==> src/sv/frc_pkg.sv <==
package frc_pkg;

    localparam int MAX_DIM_DEF     = 4096;
    localparam int TRIG_STAGES_DEF = 16;

    localparam int N_LANES = 6;   // vstart, vend, hstart, hend, phi, theta
    localparam int ANG_W   = 18;  // Q2.16 angle
    localparam int QUO_W   = 18;  // quotient bits of every long division
    localparam int X_W     = 19;  // CORDIC x / y
    localparam int Z_W     = 20;  // CORDIC residual angle
    localparam int SC_W    = 18;  // clamped sine / cosine, Q1.16
    localparam int ZS_W    = 18;  // zscale after the lower clamp
    localparam int D_W     = 21;  // zscale - numerator
    localparam int OUT_W   = 17;
    localparam int CFG_W   = 13;
    localparam int FOV_W   = 8;
    localparam int COORD_W = 12;

    localparam logic [16:0] PI_Q32_LO = 17'(64'd13493037705);
    localparam logic [16:0] PI_Q32_HI = 17'(64'd13493037705 >> 17);

    localparam logic signed [Z_W-1:0] HALF_PI_Q16 = 20'sd102944;
    localparam logic signed [X_W-1:0] CORDIC_GAIN = 19'sd39797;
    localparam logic signed [SC_W-1:0] ONE_Q16    = 18'sd65536;
    localparam logic signed [OUT_W-1:0] OUT_MAX   = 17'sd65535;
    localparam logic signed [OUT_W-1:0] OUT_MIN   = -17'sd65536;

    typedef enum logic [2:0] {
        CFG_SRC_WIDTH  = 3'd0,
        CFG_SRC_HEIGHT = 3'd1,
        CFG_DST_WIDTH  = 3'd2,
        CFG_DST_HEIGHT = 3'd3,
        CFG_HFOV       = 3'd4,
        CFG_VFOV       = 3'd5
    } t_cfg_idx;

    function automatic logic signed [Z_W-1:0] atan_q16(input int idx);
        logic signed [Z_W-1:0] v;
        case (idx)
            0:       v = 20'sd51472;
            1:       v = 20'sd30386;
            2:       v = 20'sd16055;
            3:       v = 20'sd8150;
            4:       v = 20'sd4091;
            5:       v = 20'sd2047;
            6:       v = 20'sd1024;
            7:       v = 20'sd512;
            8:       v = 20'sd256;
            9:       v = 20'sd128;
            10:      v = 20'sd64;
            11:      v = 20'sd32;
            12:      v = 20'sd16;
            13:      v = 20'sd8;
            14:      v = 20'sd4;
            15:      v = 20'sd2;
            16:      v = 20'sd1;
            default: v = 20'sd0;
        endcase
        return v;
    endfunction

    // clamp to [-1.0, 1.0] in Q1.16
    function automatic logic signed [SC_W-1:0] sat_unit(input logic signed [X_W:0] v);
        logic signed [SC_W-1:0] r;
        if (v > (X_W+1)'(ONE_Q16)) begin
            r = ONE_Q16;
        end else if (v < -(X_W+1)'(ONE_Q16)) begin
            r = -ONE_Q16;
        end else begin
            r = SC_W'(v);
        end
        return r;
    endfunction

endpackage

==> src/sv/frc_cordic_cell.sv <==
// One rotation-mode CORDIC micro-rotation over L lanes.
module frc_cordic_cell import frc_pkg::*; #(
    parameter int STAGE = 0,
    parameter int L     = N_LANES
) (
    input  logic                   i_clk,
    input  logic                   i_rst_n,
    input  logic                   i_en,
    input  logic                   i_vld,
    input  logic [L-1:0][X_W-1:0]  i_x,
    input  logic [L-1:0][X_W-1:0]  i_y,
    input  logic [L-1:0][Z_W-1:0]  i_z,
    output logic                   o_vld,
    output logic [L-1:0][X_W-1:0]  o_x,
    output logic [L-1:0][X_W-1:0]  o_y,
    output logic [L-1:0][Z_W-1:0]  o_z
);

    localparam logic signed [Z_W-1:0] ATAN = atan_q16(STAGE);

    logic                 r_vld;
    logic [L-1:0][X_W-1:0] r_x, n_x, r_y, n_y;
    logic [L-1:0][Z_W-1:0] r_z, n_z;

    always_comb begin
        logic signed [X_W-1:0] x, y, dx, dy;
        logic signed [Z_W-1:0] z;
        for (int k = 0; k < L; k++) begin
            x  = $signed(i_x[k]);
            y  = $signed(i_y[k]);
            z  = $signed(i_z[k]);
            dx = y >>> STAGE;
            dy = x >>> STAGE;
            if (!z[Z_W-1]) begin
                n_x[k] = x - dx;
                n_y[k] = y + dy;
                n_z[k] = z - ATAN;
            end else begin
                n_x[k] = x + dx;
                n_y[k] = y - dy;
                n_z[k] = z + ATAN;
            end
        end
    end

    always_ff @(posedge i_clk) begin
        if (!i_rst_n) begin
            r_vld <= 1'b0;
        end else if (i_en) begin
            r_vld <= i_vld;
        end
    end

    always_ff @(posedge i_clk) begin
        if (i_en) begin
            r_x <= n_x;
            r_y <= n_y;
            r_z <= n_z;
        end
    end

    assign o_vld = r_vld;
    assign o_x   = r_x;
    assign o_y   = r_y;
    assign o_z   = r_z;

endmodule

==> config.mk <==
export PLATFORM = sky130hd
export DESIGN_NAME = frc_cordic_cell
export DESIGN_NICKNAME = d
export VERILOG_FILES = /design/src/sv/frc_pkg.sv /design/src/sv/frc_cordic_cell.sv
export SDC_FILE = /design/constraint.sdc
export NUM_CORES = 1
export LEC_CHECK = 0
export ABC_AREA = 1
export BUFFER_PORTS_ARGS = -buffer_cell sky130_fd_sc_hd__buf_2
export CAP_MARGIN = 30
export CORE_UTILIZATION = 42
export CTS_BUF_LIST = sky130_fd_sc_hd__clkbuf_16
export CTS_CLUSTER_SIZE = 24
export DETAILED_ROUTE_END_ITERATION = 10
export HOLD_SLACK_MARGIN = 0.03
export PLACE_DENSITY = 0.7
export SYNTH_ARGS = -nofsm -noshare
export SYNTH_HDL_FRONTEND = slang
export SYNTH_SLANG_ARGS = --single-unit
==> constraint.sdc <==
create_clock -name i_clk -period 4.17 [get_ports i_clk]
set_input_delay 1.251 -clock i_clk [delete_from_list [all_inputs] [get_ports i_clk]]
set_output_delay 1.251 -clock i_clk [all_outputs]
set_load 0.01 [all_outputs]
==> results.json <==
{
  "vdd.ir_drop.worst_mv": 0.315,
  "wire_per_inst_um": 18.0,
  "cts_max_level": 2,
  "finalHoldViolations": 0,
  "slew_headroom_pct": 59.2,
  "clk_latency_ps": 600,
  "cts_inserted_buffers": 45,
  "worst_setup_path_end_kind": "flip-flop",
  "ys_top_cells_by_count": "1,314 x nand2_1, 703 x inv_1, 525 x nand3_1",
  "synth_fp_nets": 5759,
  "dp_cells": 6659,
  "worst_setup_path_start_kind": "primary input",
  "grt_pass1_vias": 33497,
  "fin_crit_sh_pct": 68.9,
  "grt_usage_pct": 27.5,
  "cts_hold_buf": 0,
  "p_per_area_mw_per_mm2": 327,
  "r2r-start": "o_vld$_SDFFE_PN0P_",
  "antenna_found_initial": 49,
  "start_util_pct": 42.5,
  "path_clk_slew_ps": 60,
  "fin_skew_ps": 0,
  "core_sq_mm": 0.0837,
  "fin_nets": 6386,
  "synth_cell_types": 46,
  "detail-route-antenna-nets": 0,
  "worst-slew-pin-transition_ps": 613,
  "crit_fanout": 27,
  "postCtsSetupBuffers": 0,
  "grt_pass1_wl_um": 185000,
  "cts.sinks": 343,
  "critPathLaunch": "i_z[99]",
  "synth_top_area_share_pct": 28.9,
  "hpwl_um": 101000,
  "gr-total-overflow": 0,
  "die_y_um": 293,
  "area_delta_synth_final_pct": 16.3,
  "yosys_warnings": 0,
  "io_pins": 701,
  "worst_slack_ps": 1300,
  "hold_start": "o_vld$_SDFFE_PN0P_",
  "io_buffers": 700,
  "power.leakage_nw": 21.6,
  "required_ps": 4520,
  "async_flop_share_pct": 0,
  "ys_ff_latch": 343,
  "cts.path.max_buffers": 3,
  "grt_max_degree": 99,
  "avgSynthCellArea_sq_um": 7.20,
  "outcome": "complete, no violations",
  "setup_violations": 0,
  "syn_area_sq_mm": 0.0356,
  "rows": 106,
  "cts_resized": 0,
  "preCtsSetupSlack_ps": 731,
  "maxSlewViolCount": 0,
  "drc": 0,
  "maxCapViolCount": 0,
  "synth.most_common_cell": "nand2_1",
  "die_w_um": 293,
  "fin_crit_ps": 2870,
  "routed_via_density": 5.24,
  "synthDominantAreaCellType": "edfxtp_1",
  "rsz0062_at_grt": "false",
  "tritoncts": "built",
  "layout-drive-gt1-share_pct": 15.9,
  "hp-class": "flip-flop to flip-flop",
  "power_w": 0.0135,
  "syn_inst": 4945,
  "dr.first_iter.drc_count": 2397,
  "synth_area_leaders": "edfxtp_1 29%, ha_1 15%, nand2_1 14%",
  "fin_util_pct": 49.4,
  "final_cells": 6770,
  "synth_edf_count": 342,
  "drtPass1Iterations": 8,
  "worstSetupPathType": "primary input to flip-flop",
  "setup_tns_ps": 0,
  "gp_congestion": 0.991,
  "crit_arrival_ps": 3220,
  "synth-seq-area-share_pct": 28.9,
  "totalWireLength_um": 122000,
  "ys.flop_type": "edfxtp_1",
  "r2r_setup_slack_ps": 3520,
  "root_buffer": "clkbuf_16",
  "vias": 35490,
  "die_area_sq_mm": 0.0859,
  "fmax_ghz": 0.348
}
routing by layer:
metal	routed length [um]	GRT usage (%)	up-vias
li1	-	-	17537
met1	51000	34.4	16365
met2	57100	46.1	1319
met3	9350	5.81	235
met4	4410	10.5	34
met5	209	0	-
cells in the final DEF, fill, tap and decap left out, types with 33 or more instances in the layout:
master	instances
xor2_1	127
inv_1	710
xnor2_1	33
nand3_1	525
ha_1	438
nand2_1	1314
o21ai_0	222
nor2_1	328
a21o_1	54
clkbuf_16	47
o21bai_1	56
a21oi_1	370
edfxtp_1	342
buf_2	699
worst paths after layout:
check                                     endpoint  cells after the start
worst max-delay path             o_z[98]$_DFFE_PP_                     10
worst min-delay path            o_vld$_SDFFE_PN0P_                      2
worst max register to register  o_vld$_SDFFE_PN0P_                      2
worst min register to register  o_vld$_SDFFE_PN0P_                      2
metrics by stage:
| stage | hold WS (ps) | instance area (sq um) |
|---|---|---|
| 2_1_floorplan | 555 | 35600 |
| 3_3_place_gp | 516 | 39800 |
| 3_5_place_dp | 534 | 39800 |
| 4_1_cts | 540 | 41300 |
| 5_1_grt | 557 | 41300 |
| 6_report | 543 | 41400 |
power breakdown:
| group | switching [W] | leakage, nW | internal, W |
|---|---|---|---|
| clock | 0.00166 | 0.743 | 0.00230 |
| combinational | 0.00326 | 17.5 | 0.00167 |
| sequential | 0.000190 | 3.35 | 0.00444 |
final cells by class:
cell class,instances,area (sq um)
multi-input combinational,3748,21700
antenna,27,67.6
tap,1134,1420
inverter,713,2680
clock inverter,37,310
timing repair buffer,721,3700
sequential,343,10300
clock buffer,47,1180
fill,8427,42300
cells by family after synthesis:
logic type,Yosys count,synth area share (%)
AND/OR/NAND/NOR,2328,27.9
buffers and inverters,854,10.0
AO/OA/AOI/OAI,792,12.4
adder cells (fa/ha/maj),462,16.8
flip-flops,343,28.9
XOR/XNOR,160,3.94
multiplexers,6,0.169
worst max-delay path, stage by stage:
cell and delay, ps:
buf_2 100, inv_1 360, buf_4 250, buf_4 340
ha_1 360, a21oi_1 160, nand2_1 70, nor2_1 100
nand2_1 70, xor2_1 140
flip-flops by register name, indices dropped and copies added, names as in the netlist:
signal and count:
o_z 120, o_y 112, o_x 110, o_vld 1
(Power assumes the default switching activity.)
