[config.mk]
export PLATFORM = sky130hd
export DESIGN_NAME = frc_div_cell
export DESIGN_NICKNAME = d
export VERILOG_FILES = /design/src/sv/frc_pkg.sv /design/src/sv/frc_div_cell.sv
export SDC_FILE = /design/constraint.sdc
export NUM_CORES = 1
export LEC_CHECK = 0
export BUFFER_PORTS_ARGS = -buffer_cell sky130_fd_sc_hd__buf_2
export CAP_MARGIN = 15
export CORE_MARGIN = 1.5
export CORE_UTILIZATION = 44
export CTS_CLUSTER_SIZE = 28
export DETAILED_ROUTE_END_ITERATION = 8
export GPL_TIMING_DRIVEN = 0
export PLACE_DENSITY = 0.77
export RECOVER_POWER = 25
export SLEW_MARGIN = 20
export SYNTH_ARGS = -nofsm -noshare
export SYNTH_HDL_FRONTEND = slang
export SYNTH_SLANG_ARGS = --single-unit
[constraint.sdc]
create_clock -name i_clk -period 2.6 [get_ports i_clk]
set_input_delay 0.65 -clock i_clk [delete_from_list [all_inputs] [get_ports i_clk]]
set_output_delay 0.65 -clock i_clk [all_outputs]
set_load 0.1 [all_outputs]
[src/sv/frc_pkg.sv]
package frc_pkg;

    localparam int MAX_DIM_DEF     = 4096;
    localparam int TRIG_STAGES_DEF = 16;

    localparam int N_LANES = 6;   // vstart, vend, hstart, hend, phi, theta
    localparam int ANG_W   = 18;  // Q2.16 angle
    localparam int QUO_W   = 18;  // quotient bits of every long division
    localparam int X_W     = 19;  // CORDIC x / y
    localparam int Z_W     = 20;  // CORDIC residual angle
    localparam int SC_W    = 18;  // clamped sine / cosine, Q1.16
    localparam int ZS_W    = 18;  // zscale after the lower clamp
    localparam int D_W     = 21;  // zscale - numerator
    localparam int OUT_W   = 17;
    localparam int CFG_W   = 13;
    localparam int FOV_W   = 8;
    localparam int COORD_W = 12;

    localparam logic [16:0] PI_Q32_LO = 17'(64'd13493037705);
    localparam logic [16:0] PI_Q32_HI = 17'(64'd13493037705 >> 17);

    localparam logic signed [Z_W-1:0] HALF_PI_Q16 = 20'sd102944;
    localparam logic signed [X_W-1:0] CORDIC_GAIN = 19'sd39797;
    localparam logic signed [SC_W-1:0] ONE_Q16    = 18'sd65536;
    localparam logic signed [OUT_W-1:0] OUT_MAX   = 17'sd65535;
    localparam logic signed [OUT_W-1:0] OUT_MIN   = -17'sd65536;

    typedef enum logic [2:0] {
        CFG_SRC_WIDTH  = 3'd0,
        CFG_SRC_HEIGHT = 3'd1,
        CFG_DST_WIDTH  = 3'd2,
        CFG_DST_HEIGHT = 3'd3,
        CFG_HFOV       = 3'd4,
        CFG_VFOV       = 3'd5
    } t_cfg_idx;

    function automatic logic signed [Z_W-1:0] atan_q16(input int idx);
        logic signed [Z_W-1:0] v;
        case (idx)
            0:       v = 20'sd51472;
            1:       v = 20'sd30386;
            2:       v = 20'sd16055;
            3:       v = 20'sd8150;
            4:       v = 20'sd4091;
            5:       v = 20'sd2047;
            6:       v = 20'sd1024;
            7:       v = 20'sd512;
            8:       v = 20'sd256;
            9:       v = 20'sd128;
            10:      v = 20'sd64;
            11:      v = 20'sd32;
            12:      v = 20'sd16;
            13:      v = 20'sd8;
            14:      v = 20'sd4;
            15:      v = 20'sd2;
            16:      v = 20'sd1;
            default: v = 20'sd0;
        endcase
        return v;
    endfunction

    // clamp to [-1.0, 1.0] in Q1.16
    function automatic logic signed [SC_W-1:0] sat_unit(input logic signed [X_W:0] v);
        logic signed [SC_W-1:0] r;
        if (v > (X_W+1)'(ONE_Q16)) begin
            r = ONE_Q16;
        end else if (v < -(X_W+1)'(ONE_Q16)) begin
            r = -ONE_Q16;
        end else begin
            r = SC_W'(v);
        end
        return r;
    endfunction

endpackage

[src/sv/frc_div_cell.sv]
// One restoring long-division step over L lanes; sideband tag rides along.
module frc_div_cell import frc_pkg::*; #(
    parameter int L  = 1,
    parameter int DW = 18,
    parameter int LW = 18,
    parameter int QW = 18,
    parameter int TW = 1
) (
    input  logic                   i_clk,
    input  logic                   i_rst_n,
    input  logic                   i_en,
    input  logic                   i_vld,
    input  logic [TW-1:0]          i_tag,
    input  logic [L-1:0][DW-1:0]   i_rem,
    input  logic [L-1:0][LW-1:0]   i_low,
    input  logic [L-1:0][QW-1:0]   i_quo,
    input  logic [L-1:0][DW-1:0]   i_div,
    output logic                   o_vld,
    output logic [TW-1:0]          o_tag,
    output logic [L-1:0][DW-1:0]   o_rem,
    output logic [L-1:0][LW-1:0]   o_low,
    output logic [L-1:0][QW-1:0]   o_quo,
    output logic [L-1:0][DW-1:0]   o_div
);

    logic                 r_vld;
    logic [TW-1:0]        r_tag;
    logic [L-1:0][DW-1:0] r_rem, n_rem, r_div;
    logic [L-1:0][LW-1:0] r_low, n_low;
    logic [L-1:0][QW-1:0] r_quo, n_quo;

    always_comb begin
        logic [DW:0] t;
        logic        ge;
        for (int k = 0; k < L; k++) begin
            t = {i_rem[k], i_low[k][LW-1]};
            ge = (t >= {1'b0, i_div[k]});
            n_rem[k] = ge ? DW'(t - {1'b0, i_div[k]}) : DW'(t);
            n_low[k] = {i_low[k][LW-2:0], 1'b0};
            n_quo[k] = {i_quo[k][QW-2:0], ge};
        end
    end

    always_ff @(posedge i_clk) begin
        if (!i_rst_n) begin
            r_vld <= 1'b0;
        end else if (i_en) begin
            r_vld <= i_vld;
        end
    end

    always_ff @(posedge i_clk) begin
        if (i_en) begin
            r_tag <= i_tag;
            r_rem <= n_rem;
            r_low <= n_low;
            r_quo <= n_quo;
            r_div <= i_div;
        end
    end

    assign o_vld = r_vld;
    assign o_tag = r_tag;
    assign o_rem = r_rem;
    assign o_low = r_low;
    assign o_quo = r_quo;
    assign o_div = r_div;

endmodule

==> results.tsv, run 1 <==
stage	metric	value	unit
status	status	finished clean	
clock_tree	clk_latency	350	ps
yosys	ys_seq_elements	73	
final_layout	syn_to_final_growth	38.11	%
die	die_x	93.84	um
timing	relSlewSlack	65.49	%
die	start_util	46.27	%
global_route	track_usage	20.39	%
clock_tree	cts_made_buffers	9	
die	die_h	93.84	um
global_route	grt_start_max_net_pins	49	
yosys	netlist_instances	263	
detailed_routing	met2_length	4286	um
clock_tree	cts-root-buf	clkbuf_8	
placed_design	dp_hpwl	6444	um
die	core	7848	um2
timing	drv_slew	0	
timing	tightestPinTransition	511.1	ps
yosys	synth.net_count	359	
global_route	first_global_vias	2716	
timing	whs	469.8	ps
clock_tree	clkSlewWorstSetupHoldPaths	80	ps
clock_tree	clockBufferDepth	2	
global_route	grt_remaining_overflow	0	
placed_design	place_congestion	0.7755	
power	p_leak	2.194	nW
yosys	yosysTopAreaCell	edfxtp_1	
setup_path	crit_arrival	2640	ps
yosys	synth_edf_count	72	
yosys	yosysTopAreaCellShare	59.55	%
detailed_routing	wl_met3	737	um
run	drv_cap	0	
clock_tree	cts.sinks	73	
yosys	syn_area_per_cell	13.81	um2
setup_path	crit_fanout	10	
yosys	ys_seq_area_share	60.10	%
detailed_routing	drc	0	
detailed_routing	highest_layer	met4	
yosys	synth_commonest_cells	72 x edfxtp_1, 23 x inv_1, 18 x ha_1, 12 x a21oi_1, 12 x nor2_1	
setup_path	slowest_stage	o2111a_2	
yosys	synth_most_common_cell	edfxtp_1	
yosys	synth_flop_cell	edfxtp_1	
timing	max_freq	393.8	MHz
die	rows	32	
timing	final.setup_skew	0	ps
setup_path	cpPeakStageDelay	300	ps
setup_path	endpoint_kind	register	
yosys	async_flop_share	0	%
timing	finalCritPeriodShare	97.67	%
detailed_routing	wl_met1	3713	um
global_route	grt_pass1_wl	13490	um
detailed_routing	drtPass1Iterations	4	
setup_path	startpoint_type	primary input	
yosys	syn-cell-area	3631	um2
timing	post-route-min-period	2539	ps
die	die_area	8806	um2
yosys	synthTopCellsByArea	edfxtp_1 60%, ha_1 6.2%, mux2_4 2.5%	
detailed_routing	wl_per_cell	16.44	um
clock_tree	cts.htree.levels	3	
global_route	antenna_found_initial	0	
die	ios	151	
yosys	synth_warnings	0	
placed_design	port_buffers	148	
detailed_routing	drtIter0Drc	120	
detailed_routing	wl	8830	um
detailed_routing	ant_nets	0	
setup_path	worstPathCellList	buf_2, inv_1, ha_1, nor2b_2, o2111a_2, o2111ai_4, a21oi_2, nor2_4, clkinv_4, buf_12, mux2_4	
timing	setup_viol	0	
power	p_per_area	804.3	nW/um2
clock_tree	cts_hold_buf	0	
power	ir_worst_vdd	331.3	uV
final_layout	fin_nets	526	
min_path	hold_path_class	primary input to register	
yosys	yosysUniqueCellTypes	54	
setup_path	worstSetupPathType	primary input to register	
clock_tree	cts_tree	built	
detailed_routing	vias	2762	
final_layout	fin_util	63.90	%
timing	hold_viol_final	0	
setup_path	critical_path_required	2700	ps
final_layout	insertedDiodeCount	0	
detailed_routing	routed_via_density	5.143	
final_layout	drive_gt1_share	49.66	%
==> area by class of cell <==
cell class / instances / area (um2)
Timing Repair Buffer: 156 / 807.0
Buffer: 8 / 71.32
Clock buffer: 10 / 127.6
Inverter: 24 / 110.1
Multi-Input combinational cell: 158 / 1474
Fill cell: 609 / 2833
Clock inverter: 6 / 115.1
Tap cell: 102 / 127.6
Sequential cell: 73 / 2182
==> cell families (layout without fill, tap and decap cells) <==
group	count (synthesis)	after routing	synth area share, %
flops	73	73	60.10
buf+inv	32	204	4.135
simple gates	50	50	7.581
xor+xnor	11	11	2.653
fa+ha+maj	19	19	6.754
other cells	1	1	0.1033
compound gates	57	57	12.03
mux	20	20	6.651
==> registers in the layout, summed over array words and instances, names as in the netlist <==
signal	count
o_tag	1
o_div	18
o_vld	1
o_quo	18
o_rem	18
o_low	17
==> per-layer routing <==
metal / up-vias / track usage [%]
met5: - / 0
met4: 0 / 5.473
met3: 11 / 6.796
met2: 112 / 34.18
met1: 1315 / 25.21
li1: 1324 / -
==> report_power, final <==
part / total (W) / switching (W) / leakage [nW] / internal [W]
Clock: 0.00109 / 0.000449 / 0.117 / 0.000643
Sequential: 0.00146 / 0.0000297 / 0.713 / 0.00143
Combinational: 0.00148 / 0.00114 / 1.36 / 0.000341
==> cells in the final DEF, fill, tap and decap left out, drive strengths merged, types with 6 or more instances in the layout <==
| cell | n |
|---|---|
| buf | 155 |
| o21ai | 8 |
| nor2 | 13 |
| a21o | 10 |
| nand2 | 11 |
| ha | 18 |
| inv | 24 |
| clkbuf | 19 |
| a21oi | 13 |
| xnor2 | 6 |
| mux2 | 15 |
| edfxtp | 72 |
==> through the flow <==
step / cell area [um2] / instances / worst slack (ps) / TNS [ps] / total power, W
after floorplan: 3777 / 263 / -62.85 / -243.6 / 0.002667
after global placement: 4646 / 513 / -393.3 / -4368 / 0.002911
after detailed placement: 4668 / 514 / -386.8 / -4734 / 0.002936
after CTS: 4918 / 531 / -22.81 / -22.81 / 0.004029
after global routing: 5015 / 537 / -3.098 / -5.166 / 0.004174
final: 5015 / 537 / 60.58 / 0 / 0.004033
==> worst max-delay path, delay by kind of cell <==
family | cells | cell delay (ps)
muxes | 1 | 290
and+or+nand+nor | 2 | 320
buffers and inverters | 4 | 510
AOI/OAI and AO/OA | 3 | 620
adders and majority gates | 1 | 250
==> final timing paths <==
path	start	end	slack, ps	depth (start not counted)
setup / recovery	i_div[1]	o_rem[12]	60	11
hold reg to reg	o_vld	o_vld	520	2
hold / removal	i_quo[0]	o_quo[1]	470	1
setup reg to reg	o_vld	o_vld	2020	2
==> timing repair <==
action,CTS,global route
gates resized for setup,0,12
setup buffers,1,6
pin swaps,2,9
endpoints found under the setup margin,2,6
Note: power is estimated with default switching activity, not from simulation.
==> run 2, diff against run 1 <==
--- a/config.mk
+++ b/config.mk
@@ -5,14 +5,14 @@
 export SDC_FILE = /design/constraint.sdc
 export NUM_CORES = 1
 export LEC_CHECK = 0
-export BUFFER_PORTS_ARGS = -buffer_cell sky130_fd_sc_hd__buf_2
+export BUFFER_PORTS_ARGS = -buffer_cell sky130_fd_sc_hd__clkbuf_2
 export CAP_MARGIN = 15
 export CORE_MARGIN = 1.5
 export CORE_UTILIZATION = 44
 export CTS_CLUSTER_SIZE = 28
 export DETAILED_ROUTE_END_ITERATION = 8
 export GPL_TIMING_DRIVEN = 0
-export PLACE_DENSITY = 0.77
+export PLACE_DENSITY = 0.83
 export RECOVER_POWER = 25
 export SLEW_MARGIN = 20
 export SYNTH_ARGS = -nofsm -noshare
==> results.tsv, run 2 (synthesis gave the netlist of run 1 again) <==
stage	metric	value	unit	change
status	status	finished clean		
detailed_routing	vias	2731		-1.1%
die	die_area	8806	um2	unchanged
run	drv_cap	0		unchanged
die	ios	151		unchanged
power	ir_worst_vdd	360.9	uV	+8.9%
timing	relSlewSlack	24.79	%	-41 points
placed_design	port_buffers	148		unchanged
timing	final.setup_skew	0	ps	unchanged
setup_path	endpoint_kind	register		
placed_design	dp_hpwl	6534	um	+1.4%
detailed_routing	drtIter0Drc	182		+52%
setup_path	worstSetupPathType	primary input to register		
die	start_util	46.27	%	unchanged
final_layout	insertedDiodeCount	0		unchanged
global_route	grt_start_max_net_pins	57		+16%
global_route	antenna_found_initial	0		unchanged
clock_tree	clockBufferDepth	2		unchanged
setup_path	critical_path_required	2700	ps	about the same
timing	setup_viol	0		unchanged
timing	finalCritPeriodShare	98.87	%	+1.2 points
clock_tree	cts_made_buffers	9		unchanged
setup_path	startpoint_type	primary input		
timing	post-route-min-period	2571	ps	+31.31 ps
final_layout	fin_nets	524		-0.38%
detailed_routing	ant_nets	0		unchanged
die	die_x	93.84	um	unchanged
timing	max_freq	389.0	MHz	-1.2%
clock_tree	clk_latency	340	ps	about the same
detailed_routing	wl	8545	um	-3.2%
setup_path	crit_fanout	3		-7
final_layout	drive_gt1_share	46.88	%	-2.8 points
detailed_routing	drc	0		unchanged
die	die_h	93.84	um	unchanged
final_layout	most-common-layout-cells	129 x clkbuf_2, 72 x edfxtp_1, 19 x clkbuf_1		
setup_path	slowest_stage	a221o_1		
placed_design	place_congestion	0.8733		+13%
die	core	7848	um2	unchanged
setup_path	path_buf_inv	3		-1
setup_path	cpPeakStageDelay	380	ps	+80 ps
placed_design	placed_cell_area	4676	um2	+0.16%
power	total_power	0.004008	W	-0.63%
clock_tree	cts_tree	built		
clock_tree	cts_hold_buf	0		unchanged
power	p_per_area	802.2	nW/um2	-0.26%
timing	drv_slew	0		unchanged
timing	tightestPinTransition	1128	ps	+617.0 ps
global_route	grt_remaining_overflow	0		unchanged
detailed_routing	routed_via_density	5.105		-0.75%
setup_path	crit_arrival	2670	ps	+30 ps
timing	hold_viol_final	0		unchanged
global_route	first_global_vias	2753		+1.4%
global_route	grt_pass1_wl	13260	um	-1.7%
final_layout	syn_to_final_growth	37.59	%	
global_route	track_usage	19.86	%	-0.53 points
final_layout	fin_util	63.66	%	-0.24 points
die	rows	32		unchanged
clock_tree	cts.htree.levels	3		unchanged
min_path	hold_path_class	primary input to register		
setup_path	crit_family	compound AO/OA/AOI/OAI gates		
final_layout	design_area	4996	um2	-0.37%
setup_path	worstPathCellList	buf_6, inv_12, ha_4, inv_2, fa_2, a21o_1, a221o_1, a21oi_2, o21ai_2, xor2_1, mux2_4		
clock_tree	clkSlewWorstSetupHoldPaths	80	ps	about the same
final_layout	final_common_cell	clkbuf_2		
clock_tree	cts.sinks	73		unchanged
power	p_leak	2.188	nW	-0.26%
clock_tree	cts-root-buf	clkbuf_8		
detailed_routing	wl_per_cell	15.97	um	-2.9%
detailed_routing	drtPass1Iterations	4		unchanged
run 2: cell types whose count changed in the layout (fill, tap and decap cells not counted), moves of 2 or more:
cell and delta:
clkbuf_2 +129, clkbuf_4 -2, o21ai_1 -2, clkbuf_1 +12, buf_4 -2, buf_2 -139
o21ai_2 +2
run 2: metal layers:
layer / vias up / global-route usage [%] / routed length, um
li1: 1322 / - / -
met2: 120 / 34.42 / 4191
met1: 1276 / 23.54 / 3455
met5: - / 0 / 0
met3: 13 / 5.663 / 757
met4: 0 / 6.841 / 140
run 2: what timing repair did:
action,CTS,global route
setup endpoints to repair,4,6
pin swaps,2,8
buffers inserted,1,4
gates resized for setup,1,13
run 2: cell type report:
class | count | area (um2)
Fill cell | 610 | 2851
Sequential cell | 73 | 2182
Multi-Input combinational cell | 158 | 1475
Timing Repair Buffer | 154 | 789.5
Clock buffer | 10 | 127.6
Tap cell | 102 | 127.6
Clock inverter | 6 | 115.1
Inverter | 24 | 110.1
Buffer | 8 | 68.82
run 2: path summary, 6_finish.rpt:
path / endpoint / cells after the start / from / slack, ps
worst max register to register: o_vld / 2 / o_vld / 1960
worst max-delay path: o_rem[12] / 11 / i_low[17] / 30
worst min-delay path: o_quo[13] / 1 / i_quo[12] / 480
worst min register to register: o_vld / 2 / o_vld / 560
run 2: through the flow:
stage | instances | hold slack [ps] | setup slack [ps] | setup TNS [ps]
6_report | 535 | 479.3 | 29.27 | 0
3_5_place_dp | 514 | 557.5 | -419.2 | -4422
3_3_place_gp | 513 | 497.8 | -398.2 | -4135
4_1_cts | 531 | 465.5 | -40.36 | -66.22
2_1_floorplan | 263 | 748.9 | -62.85 | -243.6
5_1_grt | 535 | 470.7 | -10.24 | -10.24
run 2: worst register-to-register path: stages (launching register included):
cell     delay [ps]
dfxtp_1         320
mux2i_1         150
nor2b_1          60
run 2: power breakdown:
part | total, W | switching (W) | internal [W]
registers | 0.00146 | 0.0000315 | 0.00143
logic | 0.00147 | 0.00114 | 0.000331
clock network | 0.00108 | 0.000435 | 0.000643
total | 0.00401 | 0.00160 | 0.00241
==> run 3, diff against run 2 <==
--- a/config.mk
+++ b/config.mk
@@ -7,12 +7,12 @@
 export LEC_CHECK = 0
 export BUFFER_PORTS_ARGS = -buffer_cell sky130_fd_sc_hd__clkbuf_2
 export CAP_MARGIN = 15
-export CORE_MARGIN = 1.5
+export CORE_MARGIN = 3
 export CORE_UTILIZATION = 44
 export CTS_CLUSTER_SIZE = 28
 export DETAILED_ROUTE_END_ITERATION = 8
 export GPL_TIMING_DRIVEN = 0
-export PLACE_DENSITY = 0.83
+export PLACE_DENSITY = 0.85
 export RECOVER_POWER = 25
 export SLEW_MARGIN = 20
 export SYNTH_ARGS = -nofsm -noshare
==> results.tsv, run 3 (synthesis gave the netlist of run 1 again) <==
stage	metric	value	unit	change
status	status	finished clean		
min_path	hold_path_class	primary input to register		
setup_path	timing.rr.start	o_vld		
die	start_util	46.03	%	-0.23 points
setup_path	worstSetupPathType	primary input to register		
timing	setup_viol	0		unchanged
timing	relSlewSlack	61.86	%	+37 points
die	die_h	96.84	um	+3.2%
clock_tree	cts.sinks	73		unchanged
setup_path	crit_arrival	2660	ps	about the same
placed_design	dp_cells	514		unchanged
timing	max_freq	391.7	MHz	+0.69%
final_layout	fillers	596		-2.3%
setup_path	critical_path_required	2710	ps	about the same
clock_tree	clk_latency	340	ps	about the same
clock_tree	cts-root-buf	clkbuf_8		
final_layout	syn_to_final_growth	37.73	%	
final_layout	final_cells	537		+0.37%
detailed_routing	drtIter0Drc	173		-4.9%
timing	post-route-min-period	2553	ps	-17.66 ps
detailed_routing	vias	2803		+2.6%
setup_path	startpoint_type	primary input		
clock_tree	clkSlewWorstSetupHoldPaths	90	ps	about the same
detailed_routing	drtPass1Iterations	5		+1
timing	drv_slew	0		unchanged
min_path	worstHoldStart	i_quo[14]		
final_layout	seq_area	2182	um2	unchanged
die	ios	151		unchanged
global_route	antenna_found_initial	0		unchanged
final_layout	insertedDiodeCount	0		unchanged
clock_tree	clockBufferDepth	2		unchanged
timing	hold_viol_final	0		unchanged
setup_path	endpoint_kind	register		
placed_design	dp_hpwl	6817	um	+4.3%
min_path	hold_path_depth	1		unchanged
power	total_power	0.004046	W	+0.95%
global_route	grt_remaining_overflow	0		unchanged
global_route	grt_start_max_net_pins	50		-12%
power	p_per_area	809.0	nW/um2	+0.85%
final_layout	multi_input_area	1466	um2	-0.59%
clock_tree	cts_tree	built		
setup_path	r2r-end	o_vld		
final_layout	fin_nets	526		+0.38%
final_layout	design_area	5001	um2	+0.10%
power	p_leak	2.215	nW	+1.2%
placed_design	placed_cell_area	4668	um2	-0.16%
die	die_x	96.84	um	+3.2%
detailed_routing	drc	0		unchanged
setup_path	crit_fanout	3		unchanged
die	rows	32		unchanged
setup_path	r2r_cells	2		unchanged
die	die_area	9378	um2	+6.5%
final_layout	final_common_cell	clkbuf_2		
global_route	grt_pass1_wl	15120	um	+14%
placed_design	place_congestion	0.8269		-5.3%
detailed_routing	routed_via_density	5.220		+2.3%
min_path	hold_end	o_quo[15]		
timing	final.setup_skew	0	ps	unchanged
global_route	first_global_vias	2824		+2.6%
clock_tree	cts_made_buffers	9		unchanged
final_layout	drive_gt1_share	48.51	%	+1.6 points
run	drv_cap	0		unchanged
timing	finalCritPeriodShare	98.20	%	-0.68 points
global_route	track_usage	20.21	%	+0.35 points
power	ir_worst_vdd	297.6	uV	-18%
placed_design	port_buffers	148		unchanged
detailed_routing	wl_per_cell	18.09	um	+13%
detailed_routing	ant_nets	0		unchanged
timing	tightestPinTransition	574.5	ps	-553.6 ps
final_layout	most-common-layout-cells	133 x clkbuf_2, 72 x edfxtp_1, 18 x inv_1		
setup_path	r2r_setup_slack	1990	ps	+30 ps
clock_tree	cts.htree.levels	3		unchanged
detailed_routing	wl	9712	um	+14%
die	core	7888	um2	+0.51%
run 3: worst max-delay path by stage:
stage	start	end	slack [ps]
floorplan	i_low[17]	o_rem[14]	-60
global placement	i_low[17]	o_rem[12]	-390
detailed placement	i_low[17]	o_rem[12]	-400
CTS	i_low[17]	o_rem[14]	7
global route	i_div[5]	o_rem[10]	-40
finish	i_low[17]	o_rem[14]	50
run 3: critical path, stage by stage:
cell     delay, ps
buf_6          110
inv_12          40
ha_4           120
inv_2           30
fa_2           330
a21o_1         210
a221o_1        340
a21o_1         220
a31oi_4        240
xnor2_2        100
mux2_4         270
run 3: timing repair:
item,4_1_cts,5_1_grt
hold buffers,0,0
setup endpoints to repair,4,6
resized for setup,2,11
setup buffers,2,5
pin swaps,6,4
run 3: layer usage:
layer	track usage, %	up-vias	wire length (um)
li1	-	1325	-
met1	24.40	1342	3950
met2	35.93	125	5023
met3	5.407	11	651
met4	4.752	0	86
met5	0	-	0
run 3: cell type report:
class                           count  area share, %
Inverter                           24          2.202
Timing Repair Buffer              156          16.11
Clock inverter                      6          2.252
Clock buffer                       10          2.552
Buffer                              8          1.376
Tap cell                          102          2.552
Sequential cell                    73          43.63
Multi-Input combinational cell    158          29.32
run 3: power by group:
group          switching (W)  total (W)  internal, W  leakage [nW]
logic                0.00115    0.00149     0.000337          1.38
clock network       0.000449    0.00109     0.000644         0.121
registers          0.0000326    0.00146      0.00143         0.713
run 3: metrics by stage:
stage               util (%)  TNS, ps  worst slack (ps)  hold slack, ps
global placement       58.90    -3910            -393.5           502.5
floorplan                  -   -243.6            -62.85           748.9
detailed placement     59.18    -4335            -402.1           527.1
CTS                    62.53        0             7.157           468.7
finish                 63.40        0             46.93           478.7
global route           63.40   -88.97            -35.07           462.4
